**src/rtl/core/cpnd_pkg.sv**
```systemverilog
`default_nettype none
// ----------------------------------------------------------------------------
// cpnd_pkg
// Shared types, constants and helper functions for the cpio newc deframer.
// ----------------------------------------------------------------------------
package cpnd_pkg;

    localparam int SIZE_WIDTH  = 32;   // kept bits of decoded sizes, 16..32
    localparam int HDR_LEN     = 110;
    localparam int HEX_FIRST   = 6;    // first byte after the magic
    localparam int FSIZE_LAST  = 61;   // last digit of the file size field
    localparam int NSIZE_LAST  = 101;  // last digit of the name size field
    localparam int TRAILER_LEN = 11;   // "TRAILER!!!" plus NUL
    localparam int LEN_WIDTH   = 32;

    typedef logic [SIZE_WIDTH-1:0] size_t;

    typedef enum logic [2:0] {
        PH_HEADER = 3'd0,
        PH_NAME   = 3'd1,
        PH_NPAD   = 3'd2,
        PH_DATA   = 3'd3,
        PH_DPAD   = 3'd4,
        PH_DONE   = 3'd5
    } phase_t;

    typedef struct packed {
        logic [7:0]           out_byte;
        phase_t               region;
        logic                 entry_end;
        logic [LEN_WIDTH-1:0] file_length;
        logic [LEN_WIDTH-1:0] name_length;
        logic                 trailer_found;
    } result_t;

    // Non-hex characters decode as zero.
    function automatic logic [3:0] hex_digit(input logic [7:0] c);
        logic [3:0] d;
        d = 4'd0;
        if (c >= 8'h30 && c <= 8'h39) begin
            d = 4'(c - 8'h30);
        end else if (c >= 8'h61 && c <= 8'h66) begin
            d = 4'(c - 8'h57);
        end else if (c >= 8'h41 && c <= 8'h46) begin
            d = 4'(c - 8'h37);
        end
        return d;
    endfunction

    // Expected name byte at a given position; position ten is the NUL.
    function automatic logic [7:0] trailer_char(input logic [3:0] i);
        logic [7:0] c;
        unique case (i)
            4'd0:    c = 8'h54;  // T
            4'd1:    c = 8'h52;  // R
            4'd2:    c = 8'h41;  // A
            4'd3:    c = 8'h49;  // I
            4'd4:    c = 8'h4C;  // L
            4'd5:    c = 8'h45;  // E
            4'd6:    c = 8'h52;  // R
            4'd7:    c = 8'h21;  // !
            4'd8:    c = 8'h21;
            4'd9:    c = 8'h21;
            default: c = 8'h00;
        endcase
        return c;
    endfunction

endpackage
`default_nettype wire

```
**src/rtl/core/cpnd_parser.sv**
```systemverilog
`default_nettype none
// ----------------------------------------------------------------------------
// cpnd_parser
// Entry state machine: tracks the part of the entry, decodes the size
// fields and matches the trailer name; labels each transferred byte.
// ----------------------------------------------------------------------------
module cpnd_parser (
    input  wire logic              aclk,
    input  wire logic              aresetn,
    input  wire logic              in_accept,
    input  wire logic [7:0]        in_byte,
    output cpnd_pkg::result_t      result
);
    import cpnd_pkg::*;

    phase_t          phase_reg, phase_next;
    size_t           cnt_reg, cnt_next;
    logic [31:0]     hex_reg, hex_next;
    size_t           fs_reg, fs_next;
    size_t           ns_reg, ns_next;
    logic            match_reg, match_next;

    logic [31:0]     hex_upd;
    size_t           fs_upd, ns_upd;
    logic            match_upd, match_end;
    logic [6:0]      hdr_off;
    logic [1:0]      npad, dpad;
    logic [4:0]      nonempty;
    size_t           part_len;
    logic            last;
    phase_t          after;

    assign hdr_off  = cnt_reg[6:0] - 7'(HEX_FIRST);
    assign npad     = 2'(2'd2 - ns_reg[1:0]);
    assign dpad     = 2'(2'd0 - fs_reg[1:0]);
    assign nonempty = {|dpad, |fs_reg, |npad, |ns_reg, 1'b1};

    always_comb begin
        hex_upd   = hex_reg;
        fs_upd    = fs_reg;
        ns_upd    = ns_reg;
        match_upd = match_reg;
        if (phase_reg == PH_HEADER) begin
            if (cnt_reg == '0) begin
                match_upd = 1'b1;
            end
            if (cnt_reg >= size_t'(HEX_FIRST)) begin
                hex_upd = ((hdr_off[2:0] == 3'd0) ? 32'd0 : {hex_reg[27:0], 4'd0})
                          | {28'd0, hex_digit(in_byte)};
            end
            if (cnt_reg == size_t'(FSIZE_LAST)) begin
                fs_upd = hex_upd[SIZE_WIDTH-1:0];
            end
            if (cnt_reg == size_t'(NSIZE_LAST)) begin
                ns_upd = hex_upd[SIZE_WIDTH-1:0];
            end
        end else if (phase_reg == PH_NAME && match_reg &&
                     cnt_reg < size_t'(TRAILER_LEN)) begin
            if (in_byte != trailer_char(cnt_reg[3:0])) begin
                match_upd = 1'b0;
            end
        end
    end

    always_comb begin
        unique case (phase_reg)
            PH_HEADER: part_len = size_t'(HDR_LEN);
            PH_NAME:   part_len = ns_reg;
            PH_NPAD:   part_len = size_t'(npad);
            PH_DATA:   part_len = fs_reg;
            PH_DPAD:   part_len = size_t'(dpad);
            default:   part_len = '0;
        endcase
    end

    assign last = (cnt_reg == size_t'(part_len - size_t'(1)));

    // next non-empty part after the current one
    always_comb begin
        after = PH_DONE;
        for (int p = 4; p >= 1; p--) begin
            if (3'(p) > phase_reg && nonempty[p]) begin
                after = phase_t'(3'(p));
            end
        end
    end

    assign match_end = match_upd &&
                       !(phase_reg == PH_HEADER && ns_reg < size_t'(TRAILER_LEN));

    always_comb begin
        phase_next = phase_reg;
        cnt_next   = cnt_reg;
        hex_next   = hex_reg;
        fs_next    = fs_reg;
        ns_next    = ns_reg;
        match_next = match_reg;
        if (in_accept && phase_reg != PH_DONE) begin
            hex_next = hex_upd;
            fs_next  = fs_upd;
            ns_next  = ns_upd;
            if (last) begin
                cnt_next   = '0;
                match_next = match_end;
                if (after == PH_DONE) begin
                    phase_next = match_end ? PH_DONE : PH_HEADER;
                end else begin
                    phase_next = after;
                end
            end else begin
                cnt_next   = size_t'(cnt_reg + size_t'(1));
                match_next = match_upd;
            end
        end
    end

    always_comb begin
        result.out_byte = in_byte;
        if (phase_reg == PH_DONE) begin
            result.region        = PH_DONE;
            result.entry_end     = 1'b0;
            result.file_length   = LEN_WIDTH'(fs_reg);
            result.name_length   = LEN_WIDTH'(ns_reg);
            result.trailer_found = 1'b1;
        end else begin
            result.region    = phase_reg;
            result.entry_end = last && (after == PH_DONE);
            if (phase_reg == PH_HEADER) begin
                result.file_length   = '0;
                result.name_length   = '0;
                result.trailer_found = 1'b0;
            end else begin
                result.file_length = LEN_WIDTH'(fs_reg);
                result.name_length = LEN_WIDTH'(ns_reg);
                if (phase_reg == PH_NAME) begin
                    result.trailer_found = match_upd &&
                                           cnt_reg >= size_t'(TRAILER_LEN - 1);
                end else begin
                    result.trailer_found = match_reg;
                end
            end
        end
    end

    always_ff @(posedge aclk) begin
        if (!aresetn) begin
            phase_reg <= PH_HEADER;
            cnt_reg   <= '0;
            hex_reg   <= '0;
            fs_reg    <= '0;
            ns_reg    <= '0;
            match_reg <= 1'b1;
        end else begin
            phase_reg <= phase_next;
            cnt_reg   <= cnt_next;
            hex_reg   <= hex_next;
            fs_reg    <= fs_next;
            ns_reg    <= ns_next;
            match_reg <= match_next;
        end
    end

endmodule
`default_nettype wire

```
**src/rtl/core/cpnd_out_stage.sv**
```systemverilog
`default_nettype none
// ----------------------------------------------------------------------------
// cpnd_out_stage
// Result register with handshake; takes a new result while the held one
// is being transferred.
// ----------------------------------------------------------------------------
module cpnd_out_stage (
    input  wire logic              aclk,
    input  wire logic              aresetn,
    input  wire logic              in_valid,
    output logic                   in_ready,
    input  wire cpnd_pkg::result_t in_data,
    output logic                   out_valid,
    input  wire logic              out_ready,
    output cpnd_pkg::result_t      out_data
);
    import cpnd_pkg::*;

    logic    valid_reg, valid_next;
    result_t data_reg;
    logic    load;

    assign in_ready   = !valid_reg || out_ready;
    assign load       = in_valid && in_ready;
    assign valid_next = load || (valid_reg && !out_ready);

    always_ff @(posedge aclk) begin
        if (!aresetn) begin
            valid_reg <= 1'b0;
        end else begin
            valid_reg <= valid_next;
        end
    end

    always_ff @(posedge aclk) begin
        if (load) begin
            data_reg <= in_data;
        end
    end

    assign out_valid = valid_reg;
    assign out_data  = data_reg;

endmodule
`default_nettype wire

```
**src/rtl/core/cpio_newc_stream_deframer_unit.sv**
```systemverilog
`default_nettype none
// ----------------------------------------------------------------------------
// cpio_newc_stream_deframer_unit
// Labels each byte of a cpio newc archive stream with its entry region.
// ----------------------------------------------------------------------------
// One archive byte per transfer in, one labelled byte per transfer out.
// Throughput is one byte per clock unless m_tready stalls the output; the
// result is registered after the combinational parse logic. Region codes:
// 0 header, 1 name, 2 name pad, 3 data, 4 data pad, 5 past the trailer.
// tlast marks the final byte of each entry, padding included. Sizes are
// decoded from the header and reported as zero while still in the header.
// The magic is not checked.
module cpio_newc_stream_deframer_unit (
    input  wire logic        aclk,
    input  wire logic        aresetn,
    input  wire logic        s_tvalid,
    output logic             s_tready,
    input  wire logic [7:0]  s_tdata,   // [7:0] archive_byte
    output logic             m_tvalid,
    input  wire logic        m_tready,
    output logic [71:0]      m_tdata,   // [7:0] out_byte, [39:8] file_length,
                                        // [71:40] name_length
    output logic             m_tlast,   // entry_end
    output logic [3:0]       m_tuser    // [2:0] region, [3] trailer_found
);
    import cpnd_pkg::*;

    result_t parsed;
    result_t held;
    logic    s_accept;

    assign s_accept = s_tvalid && s_tready;

    cpnd_parser u_parser (
        .aclk      (aclk),
        .aresetn   (aresetn),
        .in_accept (s_accept),
        .in_byte   (s_tdata),
        .result    (parsed)
    );

    cpnd_out_stage u_out (
        .aclk      (aclk),
        .aresetn   (aresetn),
        .in_valid  (s_tvalid),
        .in_ready  (s_tready),
        .in_data   (parsed),
        .out_valid (m_tvalid),
        .out_ready (m_tready),
        .out_data  (held)
    );

    assign m_tdata = {held.name_length, held.file_length, held.out_byte};
    assign m_tlast = held.entry_end;
    assign m_tuser = {held.trailer_found, held.region};

endmodule
`default_nettype wire

```
**config.mk**
```make
export PLATFORM = sky130hd
export DESIGN_NAME = cpio_newc_stream_deframer_unit
export DESIGN_NICKNAME = d
export VERILOG_FILES = /design/src/rtl/core/cpnd_pkg.sv /design/src/rtl/core/cpnd_parser.sv /design/src/rtl/core/cpnd_out_stage.sv /design/src/rtl/core/cpio_newc_stream_deframer_unit.sv
export SDC_FILE = /design/constraint.sdc
export NUM_CORES = 1
export LEC_CHECK = 0
export BUFFER_PORTS_ARGS = -buffer_cell sky130_fd_sc_hd__buf_2
export CAP_MARGIN = 20
export CELL_PAD_IN_SITES_DETAIL_PLACEMENT = 1
export CELL_PAD_IN_SITES_GLOBAL_PLACEMENT = 1
export CORE_ASPECT_RATIO = 2
export CORE_MARGIN = 3
export CORE_UTILIZATION = 45
export DETAILED_ROUTE_END_ITERATION = 6
export GPL_ROUTABILITY_DRIVEN = 0
export PLACE_DENSITY_LB_ADDON = 0.1
export SLEW_MARGIN = 20
export SYNTH_ARGS = -nofsm -noshare
export SYNTH_HDL_FRONTEND = slang
export SYNTH_SLANG_ARGS = --single-unit
export TNS_END_PERCENT = 100
```
**constraint.sdc**
```tcl
create_clock -name aclk -period 10.7 [get_ports aclk]
set_input_delay 1.605 -clock aclk [delete_from_list [all_inputs] [get_ports aclk]]
set_output_delay 1.605 -clock aclk [all_outputs]
set_load 0.01 [all_outputs]
```
== Word level (Yosys, flattened, before mapping) ==
Memories as Yosys holds them, arrays and structs flattened. A register that Yosys moved wholly into a read port is not among the register bits.
Cells that the tools add are included.

* Add/sub/neg operators: 8
* $lt $le $gt $ge: 14
* Equality and inequality tests: 11
* Muxes and demuxes: 27
* Bitwise gates (word level): 1
* Reductions and logical operators: 32

{| class="wikitable"
|+ Operators with widths
! operator !! count
|-
| 32-bit case mux with 5 select lines || 1
|-
| 65-bit two-way mux || 2
|-
| 32-bit two-way mux || 3
|-
| 32-bit by 4-bit < comparator with 1-bit output, second input constant || 2
|-
| 32-bit OR reduction || 2
|-
| 32-bit by 1-bit adder with 32-bit output, second input constant || 1
|-
| 32-bit == test || 1
|-
| 32-bit by 6-bit == test with 1-bit output, second input constant || 1
|-
| 32-bit by 7-bit == test with 1-bit output, second input constant || 1
|-
| 32-bit by 3-bit greater-or-equal comparator with 1-bit output, second input constant || 1
|-
| 32-bit by 4-bit greater-or-equal comparator with 1-bit output, second input constant || 1
|-
| 32-bit zero test || 1
|-
| 32-bit by 4-bit bitwise OR with 32-bit output || 1
|-
| 32-bit by 1-bit subtractor with 32-bit output, second input constant || 1
|-
| 4-bit two-way mux || 7
|-
| 8-bit by 7-bit greater-or-equal comparator with 1-bit output, second input constant || 2
|-
| 8-bit by 7-bit <= comparator with 1-bit output, second input constant || 2
|-
| 1-bit logical AND || 16
|-
| 8-bit two-way mux || 2
|-
| 3-bit two-way mux || 5
|-
| 3-bit == test, second input constant || 3
|-
| 8-bit by 6-bit greater-or-equal comparator with 1-bit output, second input constant || 1
|-
| 8-bit by 6-bit <= comparator with 1-bit output, second input constant || 1
|-
| 8-bit inequality test || 1
|-
| 18 further kinds || 34
|}

* Register bits after elaboration: 210
* Memory bits (read-only): 112
* Input bits: 12
* Output and inout bits: 79
* Word-level logic and storage cells: 107
* Memories kept: 1

{| class="wikitable"
|+ Memory list
! name !! depth !! bits a word !! read ports !! clocked after Yosys merged registers in !! write ports !! line !! source
|-
| (name not given) || 16 || 7 || 1 || 1 || 0 || cpnd_pkg.sv:53 || <nowiki>unique case (i)</nowiki>
|}

== Depth between registers and ports, before layout ==
* Word-level depth: 13
* Mapped depth: 16
* Mapped depth without buffers: 14

== Cells and area by module ==
From an unflattened synthesis, not the netlist that was laid out.

* Cells, all modules: 1,166
* Area, all modules: 11,259.5 um^2

{| class="wikitable"
|+ By module, submodules not included
! module !! instances !! cells each !! area an instance (um^2) !! seq. area each (um^2)
|-
| cpnd_parser || 1 || 1,083 || 8,883.5 || 2,782.7
|-
| cpnd_out_stage || 1 || 82 || 2,369.8 || 2,332.2
|-
| cpio_newc_stream_deframer_unit || 1 || 1 || 6.3 || 0.0
|}

== Worst setup path before layout ==
Ideal clock, no wire load.

* Kind: input -> register
* From: input m_tready
* To: register u_parser.hex_reg[0]
* Library setup time: 0.128 ns
* Arrival time: 4.160 ns
* Data required time: 10.572 ns
* Slack: 6.412 ns
* Stages: 6
* Path buffers: 0
* Cell sequence: nand2b_1 > nand2_1 > inv_1 > nand2_1 > a21oi_1 > nor2_1

* Cells in the longest elaborated chain, start to end: 4

{| class="wikitable"
|+ Ends and longest elaborated chain
! what !! line !! source
|-
| from (decl) || cpio_newc_stream_deframer_unit.sv:20 || <nowiki>input wire logic m_tready,</nowiki>
|-
| 1-bit logical OR || cpnd_out_stage.sv:23 || <nowiki>assign in_ready = !valid_reg || out_ready;</nowiki>
|-
| 1-bit logical AND || cpio_newc_stream_deframer_unit.sv:32 || <nowiki>assign s_accept = s_tvalid && s_tready;</nowiki>
|-
| net s_accept || cpio_newc_stream_deframer_unit.sv:30 || <nowiki>logic s_accept;</nowiki>
|-
| 1-bit logical AND || cpnd_parser.sv:98 || <nowiki>if (in_accept && phase_reg != PH_DONE) begin</nowiki>
|-
| 2-bit AND reduction (no source line) || - ||
|-
| to (signal assigned) || cpnd_parser.sv:156 || <nowiki>hex_reg <= hex_next;</nowiki>
|-
| to (decl) || cpnd_parser.sv:18 || <nowiki>logic [31:0] hex_reg, hex_next;</nowiki>
|}

The timed path passes the listed nets, and every way through them passes these cells.
A chain may end at the register's enable or synchronous reset.

== Worst setup path after layout ==
* From: register u_parser.phase_reg[1]
* To: register u_parser.cnt_reg[29]

* Cells in the longest elaborated chain, start to end: 5
* Elaborated cells on any way between the ends: 11
* Those cells by class: add/sub: 1; eq/ne: 6; mux: 2; reduce/logical: 2

{| class="wikitable"
|+ Ends and longest elaborated chain
! what !! line !! source
|-
| from (decl) || cpnd_parser.sv:16 || <nowiki>phase_t phase_reg, phase_next;</nowiki>
|-
| from (signal assigned) || cpnd_parser.sv:154 || <nowiki>phase_reg <= phase_next;</nowiki>
|-
| 3-bit == test, or another cell as far along || cpnd_parser.sv:66 || <nowiki>unique case (phase_reg)</nowiki>
|-
| 32-bit case mux with 5 select lines || cpnd_parser.sv:66 ||
|-
| 32-bit by 1-bit subtractor with 32-bit output || cpnd_parser.sv:76 || <nowiki>assign last = (cnt_reg == size_t'(part_len - size_t'(1)));</nowiki>
|-
| 32-bit == test || cpnd_parser.sv:76 ||
|-
| 32-bit two-way mux || cpnd_parser.sv:102 || <nowiki>if (last) begin</nowiki>
|-
| to (signal assigned) || cpnd_parser.sv:155 || <nowiki>cnt_reg <= cnt_next;</nowiki>
|-
| to (decl) || cpnd_parser.sv:17 || <nowiki>size_t cnt_reg, cnt_next;</nowiki>
|}

Parallel ways exist; a longest one is shown, timed or not.

==> out/summary.txt <==
Final core utilization = 0.5070
Max reg flops = 77
Leading area contributor after synthesis = dfxtp_1
Req. time, crit path = 11.08 ns
# hold bufs at CTS = 0
Port Buf Inserts = 90
Synth Register Bits = 217
Fin. Hold Viols = 0
Final setup vio count = 0
P&R area growth vs syn = 11.03%
Crit start category = register
Number of vias per cell = 5.858
CTS tree = done
H-tree depth = 1
Total power = 1.723 mW
GR Util All Layers = 0.2577
R2r worst-path depth = 15
Clock Skews = 0.01467 ns
CP Class = reg -> reg
Die Y = 226.3 um
Final wirelength = 33.31 mm
Clk sinks = 217
Critical Path AT = 5.61 ns
Endpoint class of the critical path = register
HPWL Detailed = 24.14 mm
Number of diodes = 0
FP Rows = 80
Crit share post-route = 0.4882
# IOs = 91
Cells after DPL = 1,486
Final cell count without fillers = 1,525
Clock tree buffer depth = 3
Synth Flop Type = dfxtp_1
Die width = 116.2 um
Die area = 0.02629 mm2
Hold Crit Depth = 2
Setup repair bufs after CTS = 0
Via count = 8,933
DR WL/cell = 21.84 um
Status = finished, final reports clean
Number of global-route vias before repair = 9,376
Leak = 4.337 nW
Pins Over Slew Limit = 0
Slew Limit Headroom = 0.3366
Syn_nets = 1,208
Core ar. = 0.02392 mm2
Top post-synthesis cells by area = dfxtp_1, edfxtp_1, nor2_1
DRT iter0 DRCs = 435
Crit Path Max Fanout = 49
Mapped Cells = 1,182
Routed met2 length = 18.23 mm
Min Tclk post-route = 5.224 ns
Async S/R FF share, synth = 0
Clock transition at path regs = 0.07 ns
Number of max-cap violations = 0
Synth Area per Inst = 9.241 um2
Post-route ant nets = 0
Setup TNS = 0 ns
F_max = 191.4 MHz
First-pass GRT wire length = 52.46 mm
WL met1 = 12.69 mm
Routed wl met3 = 962 um
Post-Syn Area = 0.01092 mm2
CTS resizes = 0
Antenna violations before repair = 0
Seq/Total Area, Yosys = 0.4683
Type of the most critical hold path = reg -> reg
Unrepaired setup endpoints after global routing = false
Share of post-route cells with drive strength above 1 = 0.1236
Top sig layer = met4
Worst Tran Pin Value = 0.9700 ns
Largest net degree at the start of global routing = 102
VDD IR max = 0.1327 mV
Clk_lat worst skew = 0.52 ns
Number of detailed-route iterations in the first pass = 5
Yosys top cell area share = 0.2566
EDFF count, synth = 77
CTS buffer count = 21
Clock root cell = clkbuf_16
Grt ovf = 0
Yosys Warn Count = 0
Synth cell types = 70
Pwr Density = 142.1 mW/mm2
Drt drc = 0
Nets@finish = 1,249
Initial Util = 0.4566
==> cell families (layout without fill, tap and decap cells) <==
logic type | Yosys count | in the layout | synth area share
compound gates | 219 | 219 | 0.1399
xor+xnor | 79 | 79 | 0.06334
fa+ha+maj | 14 | 14 | 0.01604
buf+inv | 99 | 155 | 0.03940
flops | 217 | 217 | 0.4683
mux | 34 | 34 | 0.03173
simple gates | 520 | 520 | 0.2414
==> cell usage in the layout, fill, tap and decap left out, types with 9 or more instances in the layout <==
cell type and instances:
nor2_1 205, dfxtp_1 139, a211oi_1 90, buf_2 90
edfxtp_1 77, nor2b_1 70, a21oi_1 61, nand2_1 50
and3_1 43, xor2_1 42, xnor2_1 37, nor3_1 31
mux2i_1 29, nor4_1 29, nand3_1 22, clkbuf_16 21
inv_1 15, o21ai_0 15, nand4_1 14, ha_1 14
a31oi_1 9
==> area by class of cell <==
class	instances	area, um2
clock buffers	28	551.8
clock inverters	10	105.1
well taps	287	359.1
flip-flops and latches	217	5116
repair buffers	100	533.0
multi-input cells	866	5398
fillers	2789	11800
inverters	17	65.06
==> per-layer routing <==
metal | global-route usage | up-vias
met5 | 0 | -
met4 | 0.1004 | 0
met3 | 0.02484 | 72
met2 | 0.4806 | 153
met1 | 0.2962 | 4399
li1 | - | 4309
==> Yosys cell counts, types with 4 or more instances <==
library cell    n
nor2_1        206
dfxtp_1       140
a211oi_1       90
edfxtp_1       77
nor2b_1        70
clkbuf_1       64
a21oi_1        61
nand2_1        50
and3_1         44
xor2_1         42
xnor2_1        37
nor3_1         32
mux2i_1        29
nor4_1         29
nand3_1        22
inv_1          17
o21ai_0        15
ha_1           14
nand4_1        14
a31oi_1         9
buf_2           8
nand2b_1        7
nand3b_1        7
buf_6           6
nor4b_1         6
o31ai_1         5
or3_1           5
and2_1          4
mux2_2          4
o21a_1          4
o21bai_1        4
or4_1           4
==> metrics by stage <==
| step | hold slack, ns | worst slack [ns] | cell area (um2) |
|---|---|---|---|
| after floorplan | 0.4546 | 6.412 | 10920 |
| after detailed placement | 0.4862 | 5.516 | 11450 |
| after CTS | 0.5012 | 5.473 | 12110 |
| after global routing | 0.5432 | 5.056 | 12130 |
| after global placement | 0.4666 | 5.611 | 11450 |
| final | 0.5065 | 5.476 | 12130 |
==> critical path: stages, from the launching register on <==
cell and delay (ns):
dfxtp_2 0.31, buf_4 0.51, or2_2 0.42, o32ai_1 0.14, nor3_2 0.43, ha_1 0.30
o221ai_1 0.31, nor3_1 0.27, nand4_1 0.21, nor4_1 0.35, a211oi_1 0.10, a2111oi_2 0.37
or4b_4 0.56, o31ai_4 0.25, buf_4 0.41, nor2_1 0.10
==> report_power, final <==
part	total, mW	switching [mW]	internal (mW)
sequential	0.893	0.0135	0.879
combinational	0.0940	0.0638	0.0302
clock	0.736	0.323	0.413
total	1.72	0.401	1.32
==> final timing paths <==
path                          from              endpoint  slack [ns]
max          u_parser.phase_reg[1]  u_parser.cnt_reg[29]        5.48
min             u_parser.fs_reg[1]    u_parser.fs_reg[1]        0.51
max reg2reg  u_parser.phase_reg[1]  u_parser.cnt_reg[29]        5.48
min reg2reg     u_parser.fs_reg[1]    u_parser.fs_reg[1]        0.51
Power figures use the tool's default switching activity.
